[src/cfb_pkg.sv]
// Shared types and constants for the command frame builder.
// No dependencies; imported by cfb_front, cfb_back and the top level.
package cfb_pkg;

  // Configuration register indexes (byte address = 4 * index)
  localparam logic [1:0] REG_HEAD   = 2'd0;
  localparam logic [1:0] REG_TAIL   = 2'd1;
  localparam logic [1:0] REG_SOURCE = 2'd2;
  localparam logic [1:0] REG_TARGET = 2'd3;

  localparam logic [7:0] HEAD_RESET = 8'h24;

  // Configuration values seen by the serializer
  typedef struct packed {
    logic [7:0] head;
    logic [7:0] tail;
    logic [7:0] source;
    logic [7:0] target;
  } cfg_t;

  // One classified input item, queued between front and back
  typedef struct packed {
    logic        first;        // frame start: header bytes go out first
    logic        has_payload;  // data byte goes out
    logic        trailer;      // checksum and tail close the frame
    logic [7:0]  data;
    logic [15:0] len;          // payload count + 2, wraps at 16 bits
    logic [7:0]  cls;
    logic [7:0]  code;
  } desc_t;

endpackage

[src/cfb_queue.sv]
// Small register FIFO between the classifier and the serializer.
// Generic width and depth; no package dependency.
module cfb_queue #(
  parameter int Width = 8,
  parameter int Depth = 4
) (
  input  logic             clk_i,
  input  logic             rst_ni,
  input  logic             push_i,
  input  logic [Width-1:0] push_data_i,
  input  logic             pop_i,
  output logic [Width-1:0] head_data_o,
  output logic             full_o,
  output logic             empty_o
);

  localparam int PtrW = (Depth > 1) ? $clog2(Depth) : 1;
  localparam int CntW = $clog2(Depth + 1);

  logic [Width-1:0] mem_q [Depth];
  logic [PtrW-1:0]  wr_ptr_q, wr_ptr_d;
  logic [PtrW-1:0]  rd_ptr_q, rd_ptr_d;
  logic [CntW-1:0]  count_q, count_d;
  logic             do_push, do_pop;

  assign full_o      = (count_q == CntW'(Depth));
  assign empty_o     = (count_q == '0);
  assign head_data_o = mem_q[rd_ptr_q];
  assign do_push     = push_i & ~full_o;
  assign do_pop      = pop_i & ~empty_o;

  always_comb begin
    wr_ptr_d = wr_ptr_q;
    rd_ptr_d = rd_ptr_q;
    count_d  = count_q;
    if (do_push) begin
      wr_ptr_d = (wr_ptr_q == PtrW'(Depth - 1)) ? '0 : wr_ptr_q + 1'b1;
    end
    if (do_pop) begin
      rd_ptr_d = (rd_ptr_q == PtrW'(Depth - 1)) ? '0 : rd_ptr_q + 1'b1;
    end
    if (do_push && !do_pop) begin
      count_d = count_q + 1'b1;
    end else if (do_pop && !do_push) begin
      count_d = count_q - 1'b1;
    end
  end

  always_ff @(posedge clk_i or negedge rst_ni) begin
    if (!rst_ni) begin
      wr_ptr_q <= '0;
      rd_ptr_q <= '0;
      count_q  <= '0;
    end else begin
      wr_ptr_q <= wr_ptr_d;
      rd_ptr_q <= rd_ptr_d;
      count_q  <= count_d;
    end
  end

  always_ff @(posedge clk_i) begin
    if (do_push) begin
      mem_q[wr_ptr_q] <= push_data_i;
    end
  end

endmodule

[src/cfb_front.sv]
// Input side: accepts items, tracks frame position, classifies each transfer.
// Depends on cfb_pkg (desc_t).
module cfb_front
  import cfb_pkg::*;
(
  input  logic        clk_i,
  input  logic        rst_ni,
  input  logic        in_valid_i,
  output logic        in_stall_o,
  input  logic [7:0]  payload_byte_i,
  input  logic [15:0] payload_length_i,
  input  logic [7:0]  command_class_i,
  input  logic [7:0]  command_code_i,
  input  logic        empty_frame_i,
  input  logic        q_full_i,
  output logic        push_o,
  output desc_t       desc_o
);

  logic        in_frame_q, in_frame_d;
  logic [15:0] remaining_q, remaining_d;
  logic        accept;
  logic [15:0] count;

  assign in_stall_o = q_full_i;
  assign accept     = in_valid_i & ~q_full_i;
  assign push_o     = accept;
  assign count      = empty_frame_i ? 16'd0 : payload_length_i;

  always_comb begin
    in_frame_d  = in_frame_q;
    remaining_d = remaining_q;
    desc_o.data = payload_byte_i;
    desc_o.len  = count + 16'd2;
    desc_o.cls  = command_class_i;
    desc_o.code = command_code_i;
    if (in_frame_q) begin
      desc_o.first       = 1'b0;
      desc_o.has_payload = 1'b1;
      desc_o.trailer     = (remaining_q == 16'd1);
    end else begin
      desc_o.first       = 1'b1;
      desc_o.has_payload = (count != 16'd0);
      desc_o.trailer     = (count == 16'd0) || (count == 16'd1);
    end
    if (accept) begin
      if (in_frame_q) begin
        remaining_d = remaining_q - 16'd1;
        in_frame_d  = (remaining_q != 16'd1);
      end else if (!desc_o.trailer) begin
        in_frame_d  = 1'b1;
        remaining_d = count - 16'd1;
      end
    end
  end

  always_ff @(posedge clk_i or negedge rst_ni) begin
    if (!rst_ni) begin
      in_frame_q  <= 1'b0;
      remaining_q <= '0;
    end else begin
      in_frame_q  <= in_frame_d;
      remaining_q <= remaining_d;
    end
  end

endmodule

[src/cfb_back.sv]
// Output side: serializes queued items into frame bytes with a running checksum.
// Depends on cfb_pkg (desc_t, cfg_t).
module cfb_back
  import cfb_pkg::*;
(
  input  logic       clk_i,
  input  logic       rst_ni,
  input  logic       q_empty_i,
  input  desc_t      head_i,
  output logic       pop_o,
  input  cfg_t       cfg_i,
  output logic       out_valid_o,
  input  logic       out_stall_i,
  output logic [7:0] out_byte_o,
  output logic       end_of_frame_o
);

  typedef enum logic [3:0] {
    ST_HEAD0, ST_HEAD1, ST_SOURCE, ST_TARGET, ST_LEN_LO, ST_LEN_HI,
    ST_CLASS, ST_CODE, ST_PAYLOAD, ST_SUM, ST_TAIL
  } step_e;

  logic       busy_q, busy_d;
  step_e      step_q, step_d, cur_step, next_step;
  logic [7:0] sum_q, sum_d;
  logic       out_valid_q, out_valid_d;
  logic [7:0] out_byte_q, out_byte_d;
  logic       eof_q, eof_d;
  logic       load, last;
  logic [7:0] sel_byte;
  logic       summed;

  assign out_valid_o    = out_valid_q;
  assign out_byte_o     = out_byte_q;
  assign end_of_frame_o = eof_q;

  assign cur_step = busy_q ? step_q : (head_i.first ? ST_HEAD0 : ST_PAYLOAD);
  // output slot free or draining this cycle
  assign load     = ~q_empty_i & (~out_valid_q | ~out_stall_i);
  assign pop_o    = load & last;

  always_comb begin
    sel_byte  = head_i.data;
    summed    = 1'b1;
    last      = 1'b0;
    next_step = cur_step;
    case (cur_step)
      ST_HEAD0: begin
        sel_byte  = cfg_i.head;
        next_step = ST_HEAD1;
      end
      ST_HEAD1: begin
        sel_byte  = cfg_i.head;
        next_step = ST_SOURCE;
      end
      ST_SOURCE: begin
        sel_byte  = cfg_i.source;
        next_step = ST_TARGET;
      end
      ST_TARGET: begin
        sel_byte  = cfg_i.target;
        next_step = ST_LEN_LO;
      end
      ST_LEN_LO: begin
        sel_byte  = head_i.len[7:0];
        next_step = ST_LEN_HI;
      end
      ST_LEN_HI: begin
        sel_byte  = head_i.len[15:8];
        next_step = ST_CLASS;
      end
      ST_CLASS: begin
        sel_byte  = head_i.cls;
        next_step = ST_CODE;
      end
      ST_CODE: begin
        sel_byte  = head_i.code;
        next_step = head_i.has_payload ? ST_PAYLOAD : ST_SUM;
      end
      ST_PAYLOAD: begin
        sel_byte  = head_i.data;
        next_step = ST_SUM;
        last      = ~head_i.trailer;
      end
      ST_SUM: begin
        sel_byte  = sum_q;
        summed    = 1'b0;
        next_step = ST_TAIL;
      end
      ST_TAIL: begin
        sel_byte  = cfg_i.tail;
        summed    = 1'b0;
        last      = 1'b1;
      end
      default: begin
        summed = 1'b0;
        last   = 1'b1;
      end
    endcase
  end

  always_comb begin
    busy_d      = busy_q;
    step_d      = step_q;
    sum_d       = sum_q;
    out_valid_d = out_valid_q & out_stall_i;
    out_byte_d  = out_byte_q;
    eof_d       = eof_q;
    if (load) begin
      out_valid_d = 1'b1;
      out_byte_d  = sel_byte;
      eof_d       = (cur_step == ST_TAIL);
      busy_d      = ~last;
      step_d      = next_step;
      if (cur_step == ST_HEAD0) begin
        sum_d = sel_byte;
      end else if (summed) begin
        sum_d = sum_q + sel_byte;
      end
    end
  end

  always_ff @(posedge clk_i or negedge rst_ni) begin
    if (!rst_ni) begin
      busy_q      <= 1'b0;
      step_q      <= ST_HEAD0;
      sum_q       <= '0;
      out_valid_q <= 1'b0;
      out_byte_q  <= '0;
      eof_q       <= 1'b0;
    end else begin
      busy_q      <= busy_d;
      step_q      <= step_d;
      sum_q       <= sum_d;
      out_valid_q <= out_valid_d;
      out_byte_q  <= out_byte_d;
      eof_q       <= eof_d;
    end
  end

endmodule

[src/command_frame_builder_core.sv]
// Top level of the command frame builder: register port, classifier, queue, serializer.
// Depends on cfb_pkg, cfb_front, cfb_queue and cfb_back.
//
//  channel   | direction | handshake             | payload
//  ----------+-----------+-----------------------+------------------------------------------
//  input     | in        | in_valid_i/in_stall_o | payload_byte, payload_length, class, code,
//            |           |                       | empty_frame
//  output    | out       | out_valid_o/out_stall_i | out_byte, end_of_frame
//  config    | in        | APB psel/penable      | head, tail, source, target (addr 4*i)
//
// One output byte per cycle while out_stall_i is low; a frame's first item yields 9 to 11
// bytes, later items 1 or 3. Payload items stream in at one per cycle while the queue is
// not full; the serializer's single byte slot sets the rate. An item is written to the queue,
// then read from its head straight into the output register when the serializer is idle.
// Reset clears frame position, queue and output valid; registers return to their defaults.
// Input stalls only when the queue (QUEUE_DEPTH items) is full, e.g. during header bursts.
module command_frame_builder_core
  import cfb_pkg::*;
#(
  parameter int QUEUE_DEPTH = 4
) (
  input  logic        clk_i,
  input  logic        rst_ni,
  // configuration
  input  logic        psel,
  input  logic        penable,
  input  logic        pwrite,
  input  logic [3:0]  paddr,
  input  logic [31:0] pwdata,
  output logic [31:0] prdata,
  output logic        pready,
  // input items
  input  logic        in_valid_i,
  output logic        in_stall_o,
  input  logic [7:0]  payload_byte_i,
  input  logic [15:0] payload_length_i,
  input  logic [7:0]  command_class_i,
  input  logic [7:0]  command_code_i,
  input  logic        empty_frame_i,
  // result bytes
  output logic        out_valid_o,
  input  logic        out_stall_i,
  output logic [7:0]  out_byte_o,
  output logic        end_of_frame_o
);

  cfg_t  cfg_q, cfg_d;
  logic  wr_en;
  logic  push, pop, q_full, q_empty;
  desc_t push_desc, head_desc;

  assign pready = 1'b1;
  assign wr_en  = psel & penable & pwrite;

  always_comb begin
    cfg_d = cfg_q;
    if (wr_en) begin
      case (paddr[3:2])
        REG_HEAD:   cfg_d.head   = pwdata[7:0];
        REG_TAIL:   cfg_d.tail   = pwdata[7:0];
        REG_SOURCE: cfg_d.source = pwdata[7:0];
        REG_TARGET: cfg_d.target = pwdata[7:0];
        default:    cfg_d        = cfg_q;
      endcase
    end
  end

  always_comb begin
    case (paddr[3:2])
      REG_HEAD:   prdata = {24'd0, cfg_q.head};
      REG_TAIL:   prdata = {24'd0, cfg_q.tail};
      REG_SOURCE: prdata = {24'd0, cfg_q.source};
      REG_TARGET: prdata = {24'd0, cfg_q.target};
      default:    prdata = '0;
    endcase
  end

  always_ff @(posedge clk_i or negedge rst_ni) begin
    if (!rst_ni) begin
      cfg_q.head   <= HEAD_RESET;
      cfg_q.tail   <= '0;
      cfg_q.source <= '0;
      cfg_q.target <= '0;
    end else begin
      cfg_q <= cfg_d;
    end
  end

  cfb_front u_front (
    .clk_i            (clk_i),
    .rst_ni           (rst_ni),
    .in_valid_i       (in_valid_i),
    .in_stall_o       (in_stall_o),
    .payload_byte_i   (payload_byte_i),
    .payload_length_i (payload_length_i),
    .command_class_i  (command_class_i),
    .command_code_i   (command_code_i),
    .empty_frame_i    (empty_frame_i),
    .q_full_i         (q_full),
    .push_o           (push),
    .desc_o           (push_desc)
  );

  cfb_queue #(
    .Width ($bits(desc_t)),
    .Depth (QUEUE_DEPTH)
  ) u_queue (
    .clk_i       (clk_i),
    .rst_ni      (rst_ni),
    .push_i      (push),
    .push_data_i (push_desc),
    .pop_i       (pop),
    .head_data_o (head_desc),
    .full_o      (q_full),
    .empty_o     (q_empty)
  );

  cfb_back u_back (
    .clk_i          (clk_i),
    .rst_ni         (rst_ni),
    .q_empty_i      (q_empty),
    .head_i         (head_desc),
    .pop_o          (pop),
    .cfg_i          (cfg_q),
    .out_valid_o    (out_valid_o),
    .out_stall_i    (out_stall_i),
    .out_byte_o     (out_byte_o),
    .end_of_frame_o (end_of_frame_o)
  );

endmodule

[config.mk]
export PLATFORM = sky130hd
export DESIGN_NAME = command_frame_builder_core
export DESIGN_NICKNAME = d
export VERILOG_FILES = /design/src/cfb_pkg.sv /design/src/cfb_queue.sv /design/src/cfb_front.sv /design/src/cfb_back.sv /design/src/command_frame_builder_core.sv
export SDC_FILE = /design/constraint.sdc
export NUM_CORES = 1
export LEC_CHECK = 0
export BUFFER_PORTS_ARGS = -buffer_cell sky130_fd_sc_hd__buf_2
export CAP_MARGIN = 20
export CORE_ASPECT_RATIO = 2
export CORE_MARGIN = 1
export CORE_UTILIZATION = 55
export DETAILED_ROUTE_END_ITERATION = 7
export PLACE_DENSITY_LB_ADDON = 0.05
export SLEW_MARGIN = 20
export SYNTH_ARGS = -nofsm -noshare
export SYNTH_HDL_FRONTEND = slang
export SYNTH_SLANG_ARGS = --single-unit
[constraint.sdc]
create_clock -name clk_i -period 5.02 [get_ports clk_i]
set_clock_uncertainty 0.1 [all_clocks]
set_input_delay 1.004 -clock clk_i [delete_from_list [all_inputs] [get_ports clk_i]]
set_output_delay 1.004 -clock clk_i [all_outputs]
set_load 0.02 [all_outputs]
### After elaboration in Yosys (flattened, before gate mapping)

Memory sizes are Yosys's and may differ from the RTL's.
Index checks and enable logic that the tools add are counted.

| storage, ports and cells | value |
|---|---|
| register bits after elaboration | 79 |
| bits in writable memories | 172 |
| logic and storage cells | 103 |
| output and inout bits | 44 |
| input bits | 84 |
| memories kept | 1 |

Memory list:

| memory | words | width | rd ports | clocked after Yosys merged registers in | wr ports | line | text |
|---|---|---|---|---|---|---|---|
| u_queue.mem_q | 4 | 43 | 1 | 0 | 1 | cfb_queue.sv:20 | `logic [Width-1:0] mem_q [Depth];` |

| cells by class | value |
|---|---|
| bitwise gates (word level) | 15 |
| equal/unequal tests | 20 |
| reduce and logical (&&, ||, !) cells | 21 |
| mux-type cells | 23 |
| add/sub/neg operators | 8 |

Operator list:

| operator | number |
|---|---|
| case mux 32 bit (4 select lines) | 1 |
| case mux 8 bit (9 select lines) | 1 |
| 2-to-1 mux 16 bit | 3 |
| case mux 4 bit (10 select lines) | 1 |
| == test 16 x 1 -> 1 bit (second input constant) | 2 |
| subtractor 16 x 1 -> 16 bit (second input constant) | 2 |
| OR reduction 9 bit | 2 |
| adder 16 x 2 -> 16 bit (second input constant) | 1 |
| == test 4 x 3 -> 1 bit (second input constant) | 4 |
| logical NOT 16 bit | 1 |
| 2-to-1 mux 8 bit | 2 |
| inequality test 16 x 1 -> 1 bit (second input constant) | 1 |
| nonzero test 16 bit | 1 |
| == test 4 bit (second input constant) | 3 |
| AND reduction 2 bit | 6 |
| 2-to-1 mux 3 bit | 3 |
| adder 8 bit | 1 |
| bitwise AND 1 bit | 8 |
| == test 2 bit (second input constant) | 4 |
| == test 4 x 2 -> 1 bit (second input constant) | 2 |
| 2-to-1 mux 4 bit | 2 |
| 2-to-1 mux 1 bit | 7 |
| NOT 1 bit | 6 |
| adder 2 x 1 -> 2 bit (second input constant) | 2 |
| other kinds (17) | 21 |

### Longest topological paths before layout

An unclocked memory read counts as a cell.

| depth | value |
|---|---|
| word-level depth | 11 |
| gate-level depth with buffers | 17 |
| gate-level depth less buffers | 15 |

### Cells and area by module

A second synthesis with hierarchy kept.

| unflattened totals | value |
|---|---|
| cell total of the unflattened synthesis | 885 |
| area total of the unflattened synthesis | 12411.9 um2 |

Modules (own cells, without submodules):

| module | seq. area each (um2) | area an instance (um2) | cells an instance | times used |
|---|---|---|---|---|
| cfb_queue | 5340.1 | 6641.4 | 262 | 1 |
| cfb_front | 425.4 | 2090.8 | 281 | 1 |
| cfb_back | 575.6 | 2052.0 | 235 | 1 |
| command_frame_builder_core | 803.3 | 1627.8 | 107 | 1 |

### Least setup slack after synthesis

OpenSTA, ideal clock, no wires.

| timing | value |
|---|---|
| kind | register -> register |
| from | register u_queue.rd_ptr_q[0] |
| to | register u_back.sum_q[7] |
| data arrival time | 4.271 ns |
| path buffers | 2 |
| cell stages (with the launch flop) | 16 |
| data required time | 4.789 ns |
| period minus slack after synthesis | 4.503 ns |
| setup time | 0.131 ns |
| slack | 0.517 ns |
| cell sequence | dfrtp_1 buf_2 buf_1 mux4_2 nand3_1 o21ai_0 a2111oi_0 o21ai_1 ha_1 a21oi_1 o21ai_1 a2111oi_0 or2_2 nor4_1 mux2_1 or3_1 |

| on the way | value |
|---|---|
| word-level cells in the longest chain between the ends | 9 |
| elaborated cells between the ends (all ways) | 23 |
| classes of those cells | add/sub: 1; eq/ne: 10; mux: 6; reduce/logical: 5; memory: 1 |

RTL lines:

| what | line | text |
|---|---|---|
| start: declaration | cfb_queue.sv:22 | `logic [PtrW-1:0] rd_ptr_q, rd_ptr_d;` |
| start signal: assignment | cfb_queue.sv:56 | `rd_ptr_q <= rd_ptr_d;` |
| memory (4 x 43 bit) (*) | - |  |
| 2-to-1 mux 4 bit (2 in a row) | cfb_back.sv:37 | `assign cur_step = busy_q ? step_q : (head_i.first ? ST_HEAD0 : ST_PAYLOAD);` |
| == test 4 x 1 -> 1 bit / logical NOT 4 bit (equally long branches) | cfb_back.sv:47 | `case (cur_step)` |
| OR reduction 2 bit (no line) | - |  |
| case mux 8 bit (9 select lines) (*) | cfb_back.sv:47 |  |
| net u_back.sel_byte[1] | cfb_back.sv:30 | `logic [7:0] sel_byte;` |
| adder 8 bit (*) | cfb_back.sv:118 | `sum_d = sum_q + sel_byte;` |
| 2-to-1 mux 8 bit (*) | cfb_back.sv:117 | `end else if (summed) begin` |
| 2-to-1 mux 8 bit (*) | cfb_back.sv:115 | `if (cur_step == ST_HEAD0) begin` |
| end signal: assignment | cfb_back.sv:134 | `sum_q <= sum_d;` |
| end: declaration | cfb_back.sv:25 | `logic [7:0] sum_q, sum_d;` |

The timed path passes the listed nets; every way through them passes the cells marked *. The select of a mux whose other input is x is not followed.
A chain may end at the register's enable or synchronous reset.

### Worst setup path in the final report

| timing | value |
|---|---|
| from | register u_queue.rd_ptr_q[1] |
| to | register u_back.sum_q[7] |

Same word-level chain as after synthesis.

==> impl_metrics.json <==
{
  "die_width_um": 106,
  "fmax_ghz": 0.225,
  "drv_slew": 0,
  "fin_crit_sh": 0.885,
  "portBuffers": 76,
  "grt_first_pass_wirelength_um": 44000,
  "ant_nets": 0,
  "grt.total_usage": 0.262,
  "cpPeakStageDelay_ns": 0.67,
  "violations": "DRC",
  "crit_family": "compound AO/OA/AOI/OAI gates",
  "finalSetupTns_ns": 0,
  "clock_sink_count": 251,
  "crit_arrival_ns": 4.74,
  "setup_viol": 0,
  "yosys.cell_types.count": 64,
  "dr.pass1.iters": 8,
  "clk_path_buf_depth": 3,
  "synthTopCellsByArea": "edfxtp_1, dfrtp_1, mux4_2",
  "vias_per_cell": 5.99,
  "dp_hpwl_um": 20300,
  "synthesis.area_um2": 12000,
  "yosysSeqAreaShare": 0.597,
  "cts-root-buf": "clkbuf_16",
  "status": "complete, but fails checks",
  "leakagePower_nw": 5.18,
  "utilization": 0.629,
  "wl_per_cell_um": 22.2,
  "ys.flop_type": "edfxtp_1",
  "min_path_type": "reg2reg",
  "finalHoldViolCount": 0,
  "drive_above_1_share": 0.256,
  "cts_resized": 0,
  "drt_iter0_drc": 434,
  "cts_setup_buffers": 0,
  "critPathLaunchType": "register",
  "synth_xor_area_frac": 0.0161,
  "synth.most_common_cell": "edfxtp_1",
  "cp_slowest_cell": "dfrtp_2",
  "synth_top_family_by_area": "multiplexers",
  "cap_violations": 0,
  "insertion_delay_ns": 0.51,
  "max-slew-margin-rel": 0.284,
  "die_area_um2": 22400,
  "numCtsBuffers": 23,
  "worstSetupPathType": "reg2reg",
  "yosysWarningCount": 0,
  "start_util": 0.559,
  "drc": 1,
  "syn_area_per_cell_um2": 13.4,
  "synth.area.mux_share": 0.140,
  "yosys-top-cells-count": "edfxtp_1, dfrtp_1, nand2_1",
  "io_pins": 128,
  "synthCells": 895,
  "cts_hold_buf": 0,
  "cts_max_level": 1,
  "async_reset_ff_frac": 0.315,
  "grt_start_max_net_pins": 80,
  "synth_edf_count": 172,
  "tightest_slew_ns": 1.07,
  "crit_top_cell": "buf_4",
  "synth-simple-area-share": 0.0891,
  "end_kind": "register",
  "area_growth_pct": 12.4,
  "core_um2": 21400,
  "num_rows": 76,
  "gp_congestion": 0.881,
  "finalNetCount": 1090,
  "peakVddDrop_mv": 0.380,
  "finalCriticalPeriod_ns": 4.44,
  "grt-ovfl-total": 0,
  "synth_fa_ha_area_frac": 0.0253,
  "cts_tree": "done",
  "rsz0062_at_grt": "no",
  "synth_compound_area_frac": 0.0861,
  "critPathBufInv": 3,
  "grt_pass1_vias": 7996,
  "dp.cells": 1231,
  "p_per_area_nw_per_um2": 592,
  "synth_top_area_frac": 0.431,
  "final-instance-count-excl-fill": 1271,
  "cts.clk_slew.worst_paths_ns": 0.07,
  "antenna_found_initial": 0,
  "wl_um": 28200,
  "cp.required_ns": 5.32,
  "ys_ff_latch": 251,
  "die_h_um": 211,
  "vias": 7617,
  "synth_top_area_cell": "edfxtp_1",
  "path_cells": "buf_4 -> mux4_2 -> nand3_1 -> o21ai_0 -> a2111oi_0 -> buf_4 -> o21ai_1 -> ha_1 -> a21oi_1 -> o21ai_1 -> a2111oi_0 -> buf_4 -> or2_2 -> nor4_1 -> mux2_1 -> or3_1",
  "path_max_fanout": 18,
  "antenna_cells": 0,
  "holdWs_ns": 0.376
}
==> worst paths after layout <==
path                       cells after the start  slack, ns                    to            startpoint
hold reg to reg                                2       0.38  u_back.out_byte_o[4]  u_back.out_byte_o[4]
setup reg to reg                              16       0.58       u_back.sum_q[7]   u_queue.rd_ptr_q[1]
min in group asynchronous                      1       0.44       u_back.sum_q[3]                rst_ni
hold / removal                                 2       0.38  u_back.out_byte_o[4]  u_back.out_byte_o[4]
setup / recovery                              16       0.58       u_back.sum_q[7]   u_queue.rd_ptr_q[1]
max in group asynchronous                      1       3.83   u_queue.rd_ptr_q[1]                rst_ni
==> kinds of logic after synthesis <==
| group | after synthesis |
|---|---|
| xor gates and xnor gates | 22 |
| other | 2 |
| AOI/OAI and AO/OA | 166 |
| adders and majority gates | 23 |
| and+or+nand+nor | 218 |
| buffers and inverters | 115 |
| DFF | 251 |
| muxes | 98 |
==> worst min-delay path, stage by stage, from the launching register on <==
cell     delay [ns]
dfrtp_1        0.34
nand2_1        0.05
nand2_1        0.06
==> metrics by stage <==
step	worst slack, ns	instance area, um2	power (mW)
after detailed placement	0.539	12700	6.22
after CTS	0.539	13400	8.04
after floorplan	0.517	12100	5.20
after global placement	0.530	12700	6.09
after global routing	0.276	13500	8.44
final	0.577	13500	7.97
==> state kept, by name, indices dropped and copies added (netlist names) <==
signal / flops
u_queue.mem_q: 172
cfg_q: 32
u_front.remaining_q: 16
u_back.out_byte_o: 8
u_back.sum_q: 8
u_back.step_q: 4
u_queue.count_q: 3
u_queue.rd_ptr_q: 2
u_queue.wr_ptr_q: 2
u_back.busy_q: 1
u_back.end_of_frame_o: 1
u_back.out_valid_o: 1
u_front.in_frame_q: 1
==> layout by cell type (no fill, tap or decap), types with 13 or more instances in the layout <==
master | synthesis | routed
dfrtp_1 | 77 | 75
o21ai_1 | 24 | 24
buf_4 | 25 | 32
mux2_2 | 42 | 42
a21oi_1 | 33 | 33
ha_1 | 21 | 21
nor3_1 | 13 | 13
o21ai_0 | 36 | 36
conb_1 | 2 | 25
edfxtp_1 | 172 | 172
mux4_2 | 51 | 51
clkbuf_16 | 0 | 23
nand3_1 | 48 | 48
nor2_1 | 43 | 43
nand2_1 | 59 | 59
xnor2_1 | 14 | 14
o22ai_1 | 17 | 17
inv_1 | 45 | 45
buf_2 | 4 | 75
==> power by group <==
part | internal, mW | leakage [nW] | switching [mW]
clock network | 1.05 | 0.374 | 0.765
registers | 2.78 | 2.54 | 0.396
logic | 1.37 | 2.27 | 1.60
==> layout make-up <==
cell class / instances / area (um2)
fill: 1648 / 7940
inverter: 46 / 173
timing repair buffer: 109 / 647
tap: 273 / 342
multi-input combinational: 552 / 4370
clock inverter: 17 / 201
clock buffer: 23 / 576
sequential: 251 / 7150
==> routing by layer <==
| metal | part of all wire | vias up | GRT usage |
|---|---|---|---|
| met5 | 0 | - | 0 |
| met4 | 0.065 | 0 | 0.164 |
| met3 | 0.032 | 68 | 0.0225 |
| met2 | 0.56 | 216 | 0.494 |
| met1 | 0.34 | 3813 | 0.276 |
| li1 | - | 3520 | - |
No activity file was read; power rests on OpenSTA's default activity.
